$ cat src/design/hrs_pkg.sv
// Shared types, character codes and constants of the HTTP response header scanner.
`default_nettype none
package hrs_pkg;

	// Largest number of bytes scanned in one buffer.
	localparam int unsigned BUFFER_BYTES = 2048;
	localparam int unsigned POS_W        = 16;
	localparam int unsigned FIELD_LEN    = 16;
	localparam int unsigned FIELD_IDX_W  = 4;

	// Widths of the result fields.
	localparam int unsigned DS_W  = 16;
	localparam int unsigned SC_W  = 10;
	localparam int unsigned CL_W  = 31;
	localparam int unsigned OUT_TDATA_W = 64;

	localparam logic [CL_W-1:0] LEN_MAX = {CL_W{1'b1}};

	// Character codes.
	localparam logic [7:0] CHAR_CR    = 8'h0D;
	localparam logic [7:0] CHAR_LF    = 8'h0A;
	localparam logic [7:0] CHAR_SPACE = 8'h20;
	localparam logic [7:0] CHAR_ZERO  = 8'h30;
	localparam logic [7:0] CHAR_NINE  = 8'h39;
	localparam logic [7:0] CHAR_C     = 8'h43;

	// Field name searched for, one character per entry.
	localparam logic [7:0] FIELD_TEXT [FIELD_LEN] = '{
		8'h43, 8'h6F, 8'h6E, 8'h74, 8'h65, 8'h6E, 8'h74, 8'h2D,
		8'h4C, 8'h65, 8'h6E, 8'h67, 8'h74, 8'h68, 8'h3A, 8'h20
	};

	// Progress through a header end pattern.
	typedef enum logic [2:0] {
		END_NONE   = 3'd0,
		END_CR     = 3'd1,
		END_CRLF   = 3'd2,
		END_CRLFCR = 3'd3,
		END_LF     = 3'd4
	} end_prog_t;

	// Status code reading phase.
	typedef enum logic [2:0] {
		ST_NO_SPACE = 3'd0,
		ST_DIGIT1   = 3'd1,
		ST_DIGIT2   = 3'd2,
		ST_DIGIT3   = 3'd3,
		ST_DONE     = 3'd4
	} status_phase_t;

	// Content length reading phase.
	typedef enum logic [1:0] {
		LP_SEARCH = 2'd0,
		LP_DIGITS = 2'd1,
		LP_DONE   = 2'd2
	} length_phase_t;

	// One result word; data_start sits in the lowest bits.
	typedef struct packed {
		logic            length_saturated;
		logic [CL_W-1:0] content_length;
		logic [SC_W-1:0] status_code;
		logic [DS_W-1:0] data_start;
	} result_t;

endpackage
`default_nettype wire

$ cat src/design/hrs_scan.sv
// Byte scanner: header end, status code and content length state with the final result.
`default_nettype none
module hrs_scan
	import hrs_pkg::*;
(
	input  wire logic       clk,
	input  wire logic       arst_n,
	input  wire logic       byte_valid,
	input  wire logic [7:0] rx_byte,
	input  wire logic       last_byte,
	output result_t         result
);

	logic [POS_W-1:0]       pos_q, pos_n;
	end_prog_t              end_prog_q, end_prog_n;
	logic [POS_W-1:0]       hdr_off_q, hdr_off_n;
	logic [POS_W-1:0]       hdr_start_q, hdr_start_n;
	status_phase_t          st_phase_q, st_phase_n;
	logic [POS_W-1:0]       st_start_q, st_start_n;
	logic [SC_W-1:0]        st_value_q, st_value_n;
	logic [FIELD_IDX_W-1:0] fld_idx_q, fld_idx_n;
	length_phase_t          len_phase_q, len_phase_n;
	logic [CL_W-1:0]        len_value_q, len_value_n;
	logic                   sat_q, sat_n;

	logic                   in_range;
	logic                   is_digit;
	logic [3:0]             digit;
	logic [CL_W+3:0]        len_prod;
	logic [POS_W:0]         hdr_limit;
	logic [POS_W:0]         st_limit;
	logic [POS_W:0]         count_ext;

	// Next state for one byte.
	always_comb begin
		in_range    = pos_q < POS_W'(BUFFER_BYTES);
		is_digit    = rx_byte inside {[CHAR_ZERO:CHAR_NINE]};
		digit       = 4'(rx_byte - CHAR_ZERO);
		len_prod    = {4'd0, len_value_q} + {4'd0, len_value_q}
			+ {1'b0, len_value_q, 3'b000} + {4'd0, 27'd0, digit}
			+ {3'd0, len_value_q, 1'b0} - {4'd0, len_value_q} - {4'd0, len_value_q};

		pos_n       = pos_q;
		end_prog_n  = end_prog_q;
		hdr_off_n   = hdr_off_q;
		hdr_start_n = hdr_start_q;
		st_phase_n  = st_phase_q;
		st_start_n  = st_start_q;
		st_value_n  = st_value_q;
		fld_idx_n   = fld_idx_q;
		len_phase_n = len_phase_q;
		len_value_n = len_value_q;
		sat_n       = sat_q;

		if (in_range) begin
			pos_n = pos_q + 1'b1;

			// Header end: CR LF CR LF, CR LF LF or LF LF, first one only.
			if (hdr_off_q == '0) begin
				if (rx_byte == CHAR_CR) begin
					end_prog_n = (end_prog_q == END_CRLF) ? END_CRLFCR : END_CR;
				end else if (rx_byte == CHAR_LF) begin
					case (end_prog_q)
						END_CRLFCR: begin
							hdr_start_n = pos_q - POS_W'(3);
							hdr_off_n   = pos_q + 1'b1;
						end
						END_CRLF, END_LF: begin
							hdr_start_n = pos_q - 1'b1;
							hdr_off_n   = pos_q + 1'b1;
						end
						END_CR:  end_prog_n = END_CRLF;
						default: end_prog_n = END_LF;
					endcase
				end else begin
					end_prog_n = END_NONE;
				end
			end

			// Status code: up to three digits after the first space.
			case (st_phase_q)
				ST_NO_SPACE: begin
					if (rx_byte == CHAR_SPACE) begin
						st_phase_n = ST_DIGIT1;
						st_start_n = pos_q;
					end
				end
				ST_DIGIT1, ST_DIGIT2, ST_DIGIT3: begin
					if (is_digit) begin
						st_value_n = SC_W'({st_value_q, 3'b000} + {st_value_q, 1'b0}
							+ {9'd0, digit});
						st_phase_n = status_phase_t'(st_phase_q + 1'b1);
					end else begin
						st_phase_n = ST_DONE;
					end
				end
				default: ;
			endcase

			// Content length: match the field name, then read digits.
			case (len_phase_q)
				LP_SEARCH: begin
					if (rx_byte == FIELD_TEXT[fld_idx_q]) begin
						if (fld_idx_q == FIELD_IDX_W'(FIELD_LEN - 1)) begin
							len_phase_n = LP_DIGITS;
							fld_idx_n   = '0;
						end else begin
							fld_idx_n = fld_idx_q + 1'b1;
						end
					end else begin
						fld_idx_n = (rx_byte == CHAR_C) ? FIELD_IDX_W'(1) : '0;
					end
				end
				LP_DIGITS: begin
					if (is_digit) begin
						if (len_prod > {4'd0, LEN_MAX}) begin
							len_value_n = LEN_MAX;
							sat_n       = 1'b1;
						end else begin
							len_value_n = len_prod[CL_W-1:0];
						end
					end else begin
						len_phase_n = LP_DONE;
					end
				end
				default: ;
			endcase
		end
	end

	// Result from the state after this byte.
	always_comb begin
		count_ext = {1'b0, pos_n};
		hdr_limit = {1'b0, hdr_start_n} + (POS_W+1)'(4);
		st_limit  = {1'b0, st_start_n} + (POS_W+1)'(4);

		result.data_start = (hdr_off_n != '0 && hdr_limit < count_ext) ? hdr_off_n : '0;
		result.status_code = (st_phase_n != ST_NO_SPACE && st_limit < count_ext)
			? st_value_n : '0;
		result.content_length   = len_value_n;
		result.length_saturated = sat_n;
	end

	// State registers; the last byte of a buffer returns them to reset.
	always_ff @(posedge clk or negedge arst_n) begin
		if (!arst_n) begin
			pos_q       <= '0;
			end_prog_q  <= END_NONE;
			hdr_off_q   <= '0;
			hdr_start_q <= '0;
			st_phase_q  <= ST_NO_SPACE;
			st_start_q  <= '0;
			st_value_q  <= '0;
			fld_idx_q   <= '0;
			len_phase_q <= LP_SEARCH;
			len_value_q <= '0;
			sat_q       <= 1'b0;
		end else if (byte_valid) begin
			if (last_byte) begin
				pos_q       <= '0;
				end_prog_q  <= END_NONE;
				hdr_off_q   <= '0;
				hdr_start_q <= '0;
				st_phase_q  <= ST_NO_SPACE;
				st_start_q  <= '0;
				st_value_q  <= '0;
				fld_idx_q   <= '0;
				len_phase_q <= LP_SEARCH;
				len_value_q <= '0;
				sat_q       <= 1'b0;
			end else begin
				pos_q       <= pos_n;
				end_prog_q  <= end_prog_n;
				hdr_off_q   <= hdr_off_n;
				hdr_start_q <= hdr_start_n;
				st_phase_q  <= st_phase_n;
				st_start_q  <= st_start_n;
				st_value_q  <= st_value_n;
				fld_idx_q   <= fld_idx_n;
				len_phase_q <= len_phase_n;
				len_value_q <= len_value_n;
				sat_q       <= sat_n;
			end
		end
	end

endmodule
`default_nettype wire

$ cat src/design/http_response_header_scanner.sv
// Top level of the HTTP response header scanner: input register, scanner and result register.
//
// The slave channel takes one byte of a response buffer per word, in order, with
// tlast on the final byte of the buffer. Only the buffer's first 2048 bytes are
// scanned; later bytes are taken and dropped, and tlast on one still closes it.
// The master channel gives one word per buffer, after its last byte: data start
// offset (0 without a header end), status code, content length and the
// saturation flag.
// One byte is taken in every cycle while no closing byte waits. A byte sits in the input
// register and is scanned on its way out. The result word is registered when its
// last byte leaves the input register, and then shows on m_axis_tvalid.
// While a result waits on the master side, bytes that do not close a buffer keep
// flowing; a closing byte waits in the input register, and then s_axis_tready
// drops, until the waiting result is taken.
// Reset clears the scanner state, the input register and the result register's
// valid flag; the block takes bytes in the first cycle after reset.
`default_nettype none
module http_response_header_scanner
	import hrs_pkg::*;
(
	input  wire logic                   clk,
	input  wire logic                   arst_n,
	input  wire logic                   s_axis_tvalid,
	output logic                        s_axis_tready,
	input  wire logic [7:0]             s_axis_tdata,   // [7:0] rx_byte
	input  wire logic                   s_axis_tlast,   // last_byte
	output logic                        m_axis_tvalid,
	input  wire logic                   m_axis_tready,
	// [15:0] data_start, [25:16] status_code, [56:26] content_length,
	// [57] length_saturated, [63:58] zero
	output logic [OUT_TDATA_W-1:0]      m_axis_tdata
);

	logic       valid_s1;
	logic [7:0] byte_s1;
	logic       last_s1;
	logic       advance_s1;
	logic       out_free;
	logic       out_valid_q;
	result_t    result_q;
	result_t    scan_result;

	// Handshake between the input register and the result register.
	always_comb begin
		out_free      = !out_valid_q || m_axis_tready;
		advance_s1    = valid_s1 && (!last_s1 || out_free);
		s_axis_tready = !valid_s1 || advance_s1;
	end

	// Input register.
	always_ff @(posedge clk or negedge arst_n) begin
		if (!arst_n) begin
			valid_s1 <= 1'b0;
		end else if (s_axis_tready) begin
			valid_s1 <= s_axis_tvalid;
		end
	end

	always_ff @(posedge clk) begin
		if (s_axis_tready && s_axis_tvalid) begin
			byte_s1 <= s_axis_tdata;
			last_s1 <= s_axis_tlast;
		end
	end

	hrs_scan u_scan (
		.clk        (clk),
		.arst_n     (arst_n),
		.byte_valid (advance_s1),
		.rx_byte    (byte_s1),
		.last_byte  (last_s1),
		.result     (scan_result)
	);

	// Result register.
	always_ff @(posedge clk or negedge arst_n) begin
		if (!arst_n) begin
			out_valid_q <= 1'b0;
		end else if (advance_s1 && last_s1) begin
			out_valid_q <= 1'b1;
		end else if (m_axis_tready) begin
			out_valid_q <= 1'b0;
		end
	end

	always_ff @(posedge clk) begin
		if (advance_s1 && last_s1) begin
			result_q <= scan_result;
		end
	end

	assign m_axis_tvalid = out_valid_q;
	assign m_axis_tdata  = {(OUT_TDATA_W - $bits(result_t))'(0), result_q};

endmodule
`default_nettype wire

$ cat config.mk
export PLATFORM = sky130hd
export DESIGN_NAME = http_response_header_scanner
export DESIGN_NICKNAME = d
export VERILOG_FILES = /design/src/design/hrs_pkg.sv /design/src/design/hrs_scan.sv /design/src/design/http_response_header_scanner.sv
export SDC_FILE = /design/constraint.sdc
export NUM_CORES = 1
export LEC_CHECK = 0
export ABC_AREA = 0
export ABC_CLOCK_PERIOD_IN_PS = 7400
export BUFFER_PORTS_ARGS = -buffer_cell sky130_fd_sc_hd__buf_2
export CORE_ASPECT_RATIO = 1.1
export CORE_UTILIZATION = 40
export CTS_BUF_LIST = sky130_fd_sc_hd__clkbuf_4 sky130_fd_sc_hd__clkbuf_8 sky130_fd_sc_hd__clkbuf_16
export CTS_CLUSTER_DIAMETER = 120
export DETAILED_ROUTE_END_ITERATION = 12
export PLACE_DENSITY_LB_ADDON = 0.08
export SLEW_MARGIN = 20
export SYNTH_ARGS = -nofsm -noshare
export SYNTH_HDL_FRONTEND = slang
export SYNTH_SLANG_ARGS = --single-unit
$ cat constraint.sdc
create_clock -name clk -period 7.4 [get_ports clk]
set_input_delay 1.48 -clock clk [delete_from_list [all_inputs] [get_ports clk]]
set_output_delay 1.48 -clock clk [all_outputs]
set_load 0.1 [all_outputs]
; ---- After elaboration in Yosys (flattened, before gate mapping)
; Memory sizes are Yosys's and may differ from the RTL's.
; Index checks and enable logic that the tools add are counted.
[classes]
addsub = 16
reduce_logical = 28
n_bitwise = 1
muxes = 60
magnitude_cmp = 7
n_eq_ne = 18
[ops]
columns = op, n
row1 = $mux 16, 17
row2 = $mux 31, 5
row3 = $sub 35x31->35, 2
row4 = $mux 10, 4
row5 = $add 35x32->35, 1
row6 = $add 35x34->35, 1
row7 = $add 35x4->35, 1
row8 = $gt 35x31->1 const B, 1
row9 = $add 16x3->17 const B, 2
row10 = $lt 17x16->1, 2
row11 = $add 31x31->32, 1
row12 = $pmux 16 s2, 1
row13 = $mux 3, 9
row14 = $mux 4, 5
row15 = $add 16x1->16 const B, 1
row16 = $eq 8x4->1 const B, 2
row17 = $logic_not 16->1, 1
row18 = $lt 16x12->1 const B, 1
row19 = $mux 8, 2
row20 = $reduce_bool 16->1, 1
row21 = $sub 16x1->16 const B, 1
row22 = $sub 16x2->16 const B, 1
row23 = $eq 3x2->1 const B, 4
row24 = $mux 2, 6
row25 = 34 further kinds, 58
[word_totals]
regBits = 187
output_inout_bits = 66
romBits = 128
memories = 1
wordCells = 150
[memory_table]
columns = name, words, width, rd, rd_clocked_by_memory_dff, write_ports, line_no
row1 = (name not given), 16, 8, 1, 0, 0, hrs_scan.sv:103  ; if (rx_byte == FIELD_TEXT[fld_idx_q]) begin

; ---- Depth between registers and ports, before layout
; Gate-level depths: netlist of run 1.
[logic_depth]
depth_word = 12
depth_mapped = 25

; ---- By module
; From an unflattened synthesis of run 1, not the netlist that was laid out.
[hier_totals]
hier_cells = 1510
area_unflattened_um2 = 14017.2
[by_module_without_submodules]
columns = mod, n_inst, area_each_um2, cells_each, seq_area_each_um2
row1 = hrs_scan, 1, 11835.1, 1426, 2952.8
row2 = http_response_header_scanner, 1, 2182.1, 84, 2062.0

; ---- Worst setup path after synthesis of run 1
; OpenSTA, ideal clock, no wires.
[synth_timing]
path_kind = reg2reg
start = register u_scan.pos_q[13]
end = register result_q (netlist bit m_axis_tdata[10]) (data pin)
t_arrival_ps = 5503
path_slack_ps = 1758
path_buffers = 5
t_required_ps = 7261
setup_ps = 139
stages_incl_launch_ff = 25
path_cell_list = dfrtp_1 -> buf_4 -> or4_4 -> or2_1 -> nor4_1 -> clkbuf_1 -> clkbuf_1 -> nor2_1 -> nor2_1 -> ha_1 -> inv_1 -> a211oi_1 -> nand3_1 -> o2bb2ai_2 -> xnor2_1 -> ha_1 -> a21o_1 -> a21o_1 -> a21oi_1 -> o21ai_0 -> o31a_1 -> or4_1 -> buf_2 -> buf_6 -> nor2_1
[synth_between]
elab_chain_cells = 9
word_cells_on_any_way = 19
[synth_lines]
columns = element, line_no
row1 = "start, declared", hrs_scan.sv:14  ; logic [POS_W-1:0] pos_q, pos_n;
row2 = "start signal, assigned", hrs_scan.sv:172  ; pos_q <= pos_n;
row3 = $sub 16x1->16 / $sub 16x2->16 (equally long branches), "hrs_scan.sv:69, hrs_scan.sv:65"
row4 = $pmux 16 s2, hrs_scan.sv:63  ; case (end_prog_q)
row5 = $mux 16, hrs_scan.sv:62  ; end else if (rx_byte == CHAR_LF) begin
row6 = $mux 16, hrs_scan.sv:60  ; if (rx_byte == CHAR_CR) begin
row7 = $mux 16, hrs_scan.sv:59  ; if (hdr_off_q == '0) begin
row8 = $mux 16, hrs_scan.sv:55  ; if (in_range) begin
row9 = $add 16x3->17, hrs_scan.sv:134  ; hdr_limit = {1'b0, hdr_start_n} + (POS_W+1)'(4);
row10 = $lt 17x16->1, hrs_scan.sv:137  ; result.data_start = (hdr_off_n != '0 && hdr_limit < count_ext) ? hdr_off_n : '0;
row11 = $logic_and 1x1->1, hrs_scan.sv:137
row12 = "end signal, assigned", http_response_header_scanner.sv:88  ; result_q <= scan_result;
row13 = "end, declared", http_response_header_scanner.sv:40  ; result_t result_q;
; Several ways; a longest one is shown, not always the timed one.
; A chain may end at the register's enable or synchronous reset.

; ---- Worst setup path in the final report of run 1
[layout_timing]
start = register u_scan.pos_q[13]
end = register result_q (netlist bit m_axis_tdata[3]) (data pin)
; The elaborated chain is that of the path after synthesis.

==> flow_metrics.tcl, run 1 <==
set metrics [dict create \
    tritoncts "done" \
    peakVddDrop_uv 173 \
    ctsResizeCount 0 \
    synth_common_cells "nor2_1, nand2_1, inv_1" \
    drive_gt1_frac 0.0802 \
    antenna_found_initial 0 \
    clock_path_buffers 2 \
    dieArea_sq_mm 0.0363 \
    viasPerCell 5.55 \
    port_buffers 72 \
    post_cts_buffers 0 \
    synth_area_leaders "dfrtp_1, edfxtp_1, ha_1" \
    drt-initial-drc-count 756 \
    grt-ovfl-total 0 \
    wire_per_inst_um 18.4 \
    rsz0062_at_grt "false" \
    num_rows 72 \
    grt_max_degree 65 \
    path_class "flip-flop to flip-flop" \
    synth_top_family_by_area "simple AND/OR/NAND/NOR gates" \
    drc 0 \
    rrSetupSlack_ps 1380 \
    fin_cells 2139 \
    grt_pass1_vias 11778 \
    io_pins 79 \
    totalWireLength_um 39400 \
    clk_latency_ps 460 \
    cp-end-kind "flip-flop" \
    outcome "finished clean" \
    clkTransAtPathRegs_ps 80 \
    ys_ff_latch 187 \
    leakage_nw 6.97 \
    async_reset_ff_frac 0.642 \
    synthFlopType "dfrtp_1" \
    fill_cells 3507 \
    synth_edf_count 67 \
    yosysTopAreaCell "dfrtp_1" \
    cp_max_fo 26 \
    startpoint_type "flip-flop" \
    cts_hold_buffers 0 \
    die_h_um 200 \
    nets 1852 \
    dp.cells 2107 \
    synth_top_area_share 0.211 \
    setup_tns_ps 0 \
    die_w_um 182 \
    dp_hpwl_um 28600 \
    netlist_area_sq_mm 0.0142 \
    maxSlewHeadroom 0.341 \
    synth_compound_area_frac 0.178 \
    whs_path_depth 2 \
    yosysSeqAreaShare 0.353 \
    finalSetupViolCount 0 \
    antenna_left 0 \
    area_delta_synth_final_pct 8.95 \
    start_util 0.405 \
    drv_slew 0 \
    synth_warnings 0 \
    grt_pass1_wl_um 63800 \
    max_freq_ghz 0.166 \
    track_usage 0.225 \
    r2r-end "m_axis_tdata[3]$_SDFFCE_PN0P_" \
    worst_pin_slew_ps 974 \
    min_period_ps 6020 \
    vias 11864 \
    hold_path_end "u_scan.sat_q$_DFFE_PN0P_" \
    synth-adder-area-share 0.156 \
    hold_path.class "flip-flop to flip-flop" \
    syn_inst 1664 \
    gp_congestion 0.875 \
    synthSimpleGateAreaFrac 0.179 \
    skew_ps 11.6 \
    first_pass_iters 5 \
    clock_sinks 187 \
    finalHoldViolations 0 \
    period_share 0.813 \
    reg2reg_from "u_scan.pos_q[13]$_DFFE_PN0P_" \
    core_sq_mm 0.0351 \
    cts_max_level 4 \
    cts_made_buffers 17 \
    avgSynthCellArea_sq_um 8.55 \
    power_density_mw_per_mm2 173 \
    synthMuxAreaShare 0.00361 \
    worst_ep_required_time_ps 7690 \
    min_from "u_scan.sat_q$_DFFE_PN0P_" \
    yosysMostFrequentCell "nor2_1" \
    synth_cell_types 70 \
    n_antenna_cell 0 \
    cap_violations 0 \
    r2r_cells 19 \
    cts.root.buffer_cell "clkbuf_16" \
    synth_xor_area_frac 0.0659 \
    critical_path_arrival_ps 6310 \
]
-- how the worst max path moves through the flow --
| stage | start | end | slack (ps) | cells past startpoint |
|---|---|---|---|---|
| after floorplan | u_scan.pos_q[13]$_DFFE_PN0P_ | m_axis_tdata[10]$_SDFFCE_PN0P_ | 1760 | 24 |
| after global placement | u_scan.pos_q[13]$_DFFE_PN0P_ | m_axis_tdata[3]$_SDFFCE_PN0P_ | 1550 | 19 |
| after detailed placement | u_scan.pos_q[13]$_DFFE_PN0P_ | m_axis_tdata[3]$_SDFFCE_PN0P_ | 1420 | 19 |
| after CTS | u_scan.pos_q[13]$_DFFE_PN0P_ | m_axis_tdata[3]$_SDFFCE_PN0P_ | 1380 | 19 |
| after global routing | u_scan.pos_q[12]$_DFFE_PN0P_ | m_axis_tdata[3]$_SDFFCE_PN0P_ | 990 | 19 |
| final | u_scan.pos_q[13]$_DFFE_PN0P_ | m_axis_tdata[3]$_SDFFCE_PN0P_ | 1380 | 19 |
-- routing by layer --
layer	global-route usage	wire length, um	vias up
met1	0.280	17700	5805
met4	0.0738	791	0
met3	0.0354	1140	44
met5	0	0	-
li1	-	-	5830
met2	0.400	19800	185
-- placed cells by master, fill, tap and decap left out, types with 27 or more instances in the layout --
| cell | count |
|---|---|
| nand2_1 | 150 |
| buf_2 | 71 |
| nor2_1 | 168 |
| a31oi_1 | 56 |
| dfrtp_1 | 120 |
| edfxtp_1 | 67 |
| xnor2_1 | 65 |
| a21o_1 | 27 |
| inv_1 | 139 |
| xor2_1 | 42 |
| nor3_1 | 35 |
| nand3_1 | 41 |
| a21oi_1 | 137 |
| fa_1 | 34 |
| ha_1 | 123 |
| o21ai_0 | 134 |
-- logic make-up after synthesis --
family,after synthesis
and+or+nand+nor,540
AOI/OAI and AO/OA,432
buffers and inverters,235
DFF,187
adders and majority gates,157
xor gates and xnor gates,107
muxes,5
other,1
-- critical path: stages (launching register included) --
cell       delay, ps
dfrtp_1          460
or4_4            540
or2_1            410
or4_1            590
buf_4            240
o21ai_0          240
ha_1             250
inv_1             50
a211oi_1         310
nand3_1          200
o2bb2ai_2        200
xnor2_1          180
ha_1             260
a21o_1           160
a21o_1           160
a21oi_1          130
o21ai_0          100
o31a_1           290
or4_1            790
nor3b_1          280
-- layout make-up --
cell class | count | area [sq um] | area share
multi-input cells | 1247 | 8340 | 0.538
flip-flops and latches | 187 | 5010 | 0.324
well taps | 444 | 556 | 0.0358
inverters | 142 | 534 | 0.0345
repair buffers | 87 | 479 | 0.0309
clock buffers | 18 | 433 | 0.0279
clock inverters | 14 | 144 | 0.00928
-- registers in the layout, summed over array words and instances (netlist names) --
signal              flops
u_scan.st_value_q      10
last_s1                 1
u_scan.hdr_off_q       16
u_scan.end_prog_q       3
u_scan.hdr_start_q     16
u_scan.st_start_q      16
byte_s1                 8
m_axis_tvalid           1
u_scan.fld_idx_q        4
u_scan.len_value_q     31
m_axis_tdata           58
u_scan.pos_q           16
u_scan.sat_q            1
u_scan.st_phase_q       3
valid_s1                1
u_scan.len_phase_q      2
-- report_power, final --
group | total, mW | switching (mW) | internal [mW]
Clock | 0.950 | 0.447 | 0.503
Sequential | 1.15 | 0.0464 | 1.11
Combinational | 0.574 | 0.381 | 0.193
Total | 2.68 | 0.874 | 1.80
-- through the flow --
| stage | worst slack, ps | cell area [sq um] | power, mW | util | hold slack [ps] |
|---|---|---|---|---|---|
| final | 1380 | 15500 | 2.68 | 0.441 | 486 |
| after global routing | 988 | 15500 | 2.80 | 0.441 | 503 |
| after CTS | 1380 | 15500 | 2.71 | 0.441 | 485 |
| after detailed placement | 1420 | 14900 | 1.75 | 0.425 | 466 |
| after global placement | 1550 | 14900 | 1.75 | 0.425 | 466 |
| after floorplan | 1760 | 14200 | 1.60 | - | 444 |
(Power assumes the default switching activity.)
==> run 2, diff against run 1 <==
--- a/config.mk
+++ b/config.mk
@@ -6,7 +6,7 @@
 export NUM_CORES = 1
 export LEC_CHECK = 0
 export ABC_AREA = 0
-export ABC_CLOCK_PERIOD_IN_PS = 7400
+export ABC_CLOCK_PERIOD_IN_PS = 5200
 export BUFFER_PORTS_ARGS = -buffer_cell sky130_fd_sc_hd__buf_2
 export CORE_ASPECT_RATIO = 1.1
 export CORE_UTILIZATION = 40
==> constraint.sdc (replaced) <==
create_clock -name clk -period 5.2 [get_ports clk]
set_input_delay 1.04 -clock clk [delete_from_list [all_inputs] [get_ports clk]]
set_output_delay 1.04 -clock clk [all_outputs]
set_load 0.1 [all_outputs]
==> flow_metrics.tcl, run 2 (same netlist as run 1, synthesis figures left out) <==
set metrics [dict create \
    fin_util 0.454 \
    vias 11792 \
    setup_tns_ps 0 \
    fill_cells 3465 \
    grt_pass1_wl_um 63500 \
    finalHoldViolations 0 \
    cts_max_level 4 \
    period_share 0.966 \
    outcome "finished clean" \
    antenna_left 0 \
    port_buffers 72 \
    final_common_cell "nor2_1" \
    hold_path.class "flip-flop to flip-flop" \
    nets 1891 \
    p_int_mw 2.58 \
    tritoncts "done" \
    drv_slew 0 \
    p_seq_frac 0.427 \
    totalWireLength_um 39200 \
    num_rows 72 \
    min_period_ps 5020 \
    rsz0062_at_grt "true" \
    viasPerCell 5.41 \
    start_util 0.405 \
    area_delta_synth_final_pct 12.2 \
    gp_congestion 0.905 \
    track_usage 0.224 \
    drt-initial-drc-count 603 \
    slowest_delay_ps 560 \
    drc 0 \
    grt_max_degree 81 \
    dp_hpwl_um 29000 \
    max_freq_ghz 0.199 \
    cp-end-kind "flip-flop" \
    startpoint_type "flip-flop" \
    clock_path_buffers 2 \
    cts.root.buffer_cell "clkbuf_16" \
    clock_sinks 187 \
    maxSlewHeadroom 0.311 \
    leakage_nw 7.19 \
    cap_violations 0 \
    crit_path_cell_trace "or4_4 -> or2_4 -> or4_4 -> o21ai_2 -> ha_2 -> inv_2 -> a211oi_4 -> nand3_2 -> o2bb2ai_2 -> a221o_1 -> xor2_1 -> ha_1 -> nand2_1 -> nor3_1 -> o31a_1 -> or4_4 -> buf_4 -> nor2_1" \
    clk_latency_ps 470 \
    peakVddDrop_uv 258 \
    slowest_stage "or4_4" \
    worst_ep_required_time_ps 5520 \
    drive_gt1_frac 0.114 \
    whs_ps 500 \
    wire_per_inst_um 18.0 \
    dpl_worst_slack_ps 58.2 \
    path_class "flip-flop to flip-flop" \
    fin_cells 2178 \
    skew_ps 17.8 \
    core_sq_mm 0.0351 \
    final_cell_mix "nor2_1, nand2_1, inv_1" \
    worst_slack_ps 179 \
    cp_max_fo 14 \
    p_sw_mw 1.24 \
    n_antenna_cell 0 \
    die_w_um 182 \
    dp.cells 2142 \
    die_h_um 200 \
    p_comb_frac 0.226 \
    sw_frac_of_total 0.324 \
    grt_pass1_vias 11666 \
    dieArea_sq_mm 0.0363 \
    power_frac_clock 0.346 \
    largest_reg_flops 58 \
    antenna_found_initial 0 \
    io_pins 79 \
    first_pass_iters 7 \
    power_density_mw_per_mm2 240 \
    clkTransAtPathRegs_ps 70 \
    grt-ovfl-total 0 \
    worst_pin_slew_ps 1030 \
    critical_path_arrival_ps 5340 \
    timing.critical_path.mode_cell "or4_4" \
    cts_made_buffers 17 \
    finalSetupViolCount 0 \
]
run 2: changes by cell type in the layout (fill, tap and decap cells not counted), moves of 2 or more:
| cell | delta |
|---|---|
| buf_4 | +37 |
| nor4_1 | -5 |
| or4_1 | -5 |
| or4_4 | +5 |
| clkinv_4 | +4 |
| nor4_4 | +3 |
| buf_12 | +2 |
| clkinvlp_4 | -2 |
| ha_1 | -2 |
| ha_2 | +2 |
| inv_6 | -2 |
| nor4_2 | +2 |
| o21ai_0 | -2 |
run 2: per-stage QoR:
step                      power, mW  area [sq um]
after floorplan                2.28         14300
after global placement         2.51         15200
after detailed placement       2.52         15200
after CTS                      3.86         15800
after global routing           4.02         16000
final                          3.82         16000
run 2: cell type report:
class                           count  area (sq um)  share of cell area
Multi-Input combinational cell   1247          8490               0.532
Sequential cell                   187          5010               0.314
Clock inverter                     15           150             0.00941
Inverter                          142           534              0.0335
Tap cell                          444           556              0.0348
Clock buffer                       17           425              0.0266
Timing Repair Buffer              126           797              0.0499
run 2: final timing paths:
check,slack [ps],start,end,depth (start not counted)
setup / recovery,180,u_scan.pos_q[14]$_DFFE_PN0P_,m_axis_tdata[1]$_SDFFCE_PN0P_,18
hold / removal,500,u_scan.sat_q$_DFFE_PN0P_,u_scan.sat_q$_DFFE_PN0P_,2
setup reg to reg,180,u_scan.pos_q[14]$_DFFE_PN0P_,m_axis_tdata[1]$_SDFFCE_PN0P_,18
hold reg to reg,500,u_scan.sat_q$_DFFE_PN0P_,u_scan.sat_q$_DFFE_PN0P_,2
max in group asynchronous,3430,arst_n,u_scan.len_value_q[22]$_DFFE_PN0P_,2
min in group asynchronous,670,arst_n,u_scan.st_start_q[9]$_DFFE_PN0P_,1
run 2: what timing repair did:
action / CTS / global route
gates resized for setup: 0 / 21
hold buffers: 0 / 0
setup buffers: 0 / 4
setup endpoints to repair: 0 / 50
run 2: power groups by stage:
stage | clock network [mW] | registers [mW] | logic, mW
final | 1.32 | 1.63 | 0.866
after global routing | 1.43 | 1.64 | 0.955
after CTS | 1.37 | 1.63 | 0.860
after detailed placement | 0 | 1.66 | 0.853
after global placement | 0 | 1.66 | 0.850
after floorplan | 0 | 1.74 | 0.537
run 2: metal layers:
layer | track usage | wire length (um)
met4 | 0.0647 | 788
met3 | 0.0292 | 1040
met5 | 0 | 0
met1 | 0.287 | 17900
met2 | 0.394 | 19400
run 2: critical path, delay by kind of cell (launching register included):
family          cells  cell delay (ps)
compound gates      5             1150
xor+xnor            1              170
fa+ha+maj           2              520
buf+inv             2              260
flops               1              420
simple gates        8             2340
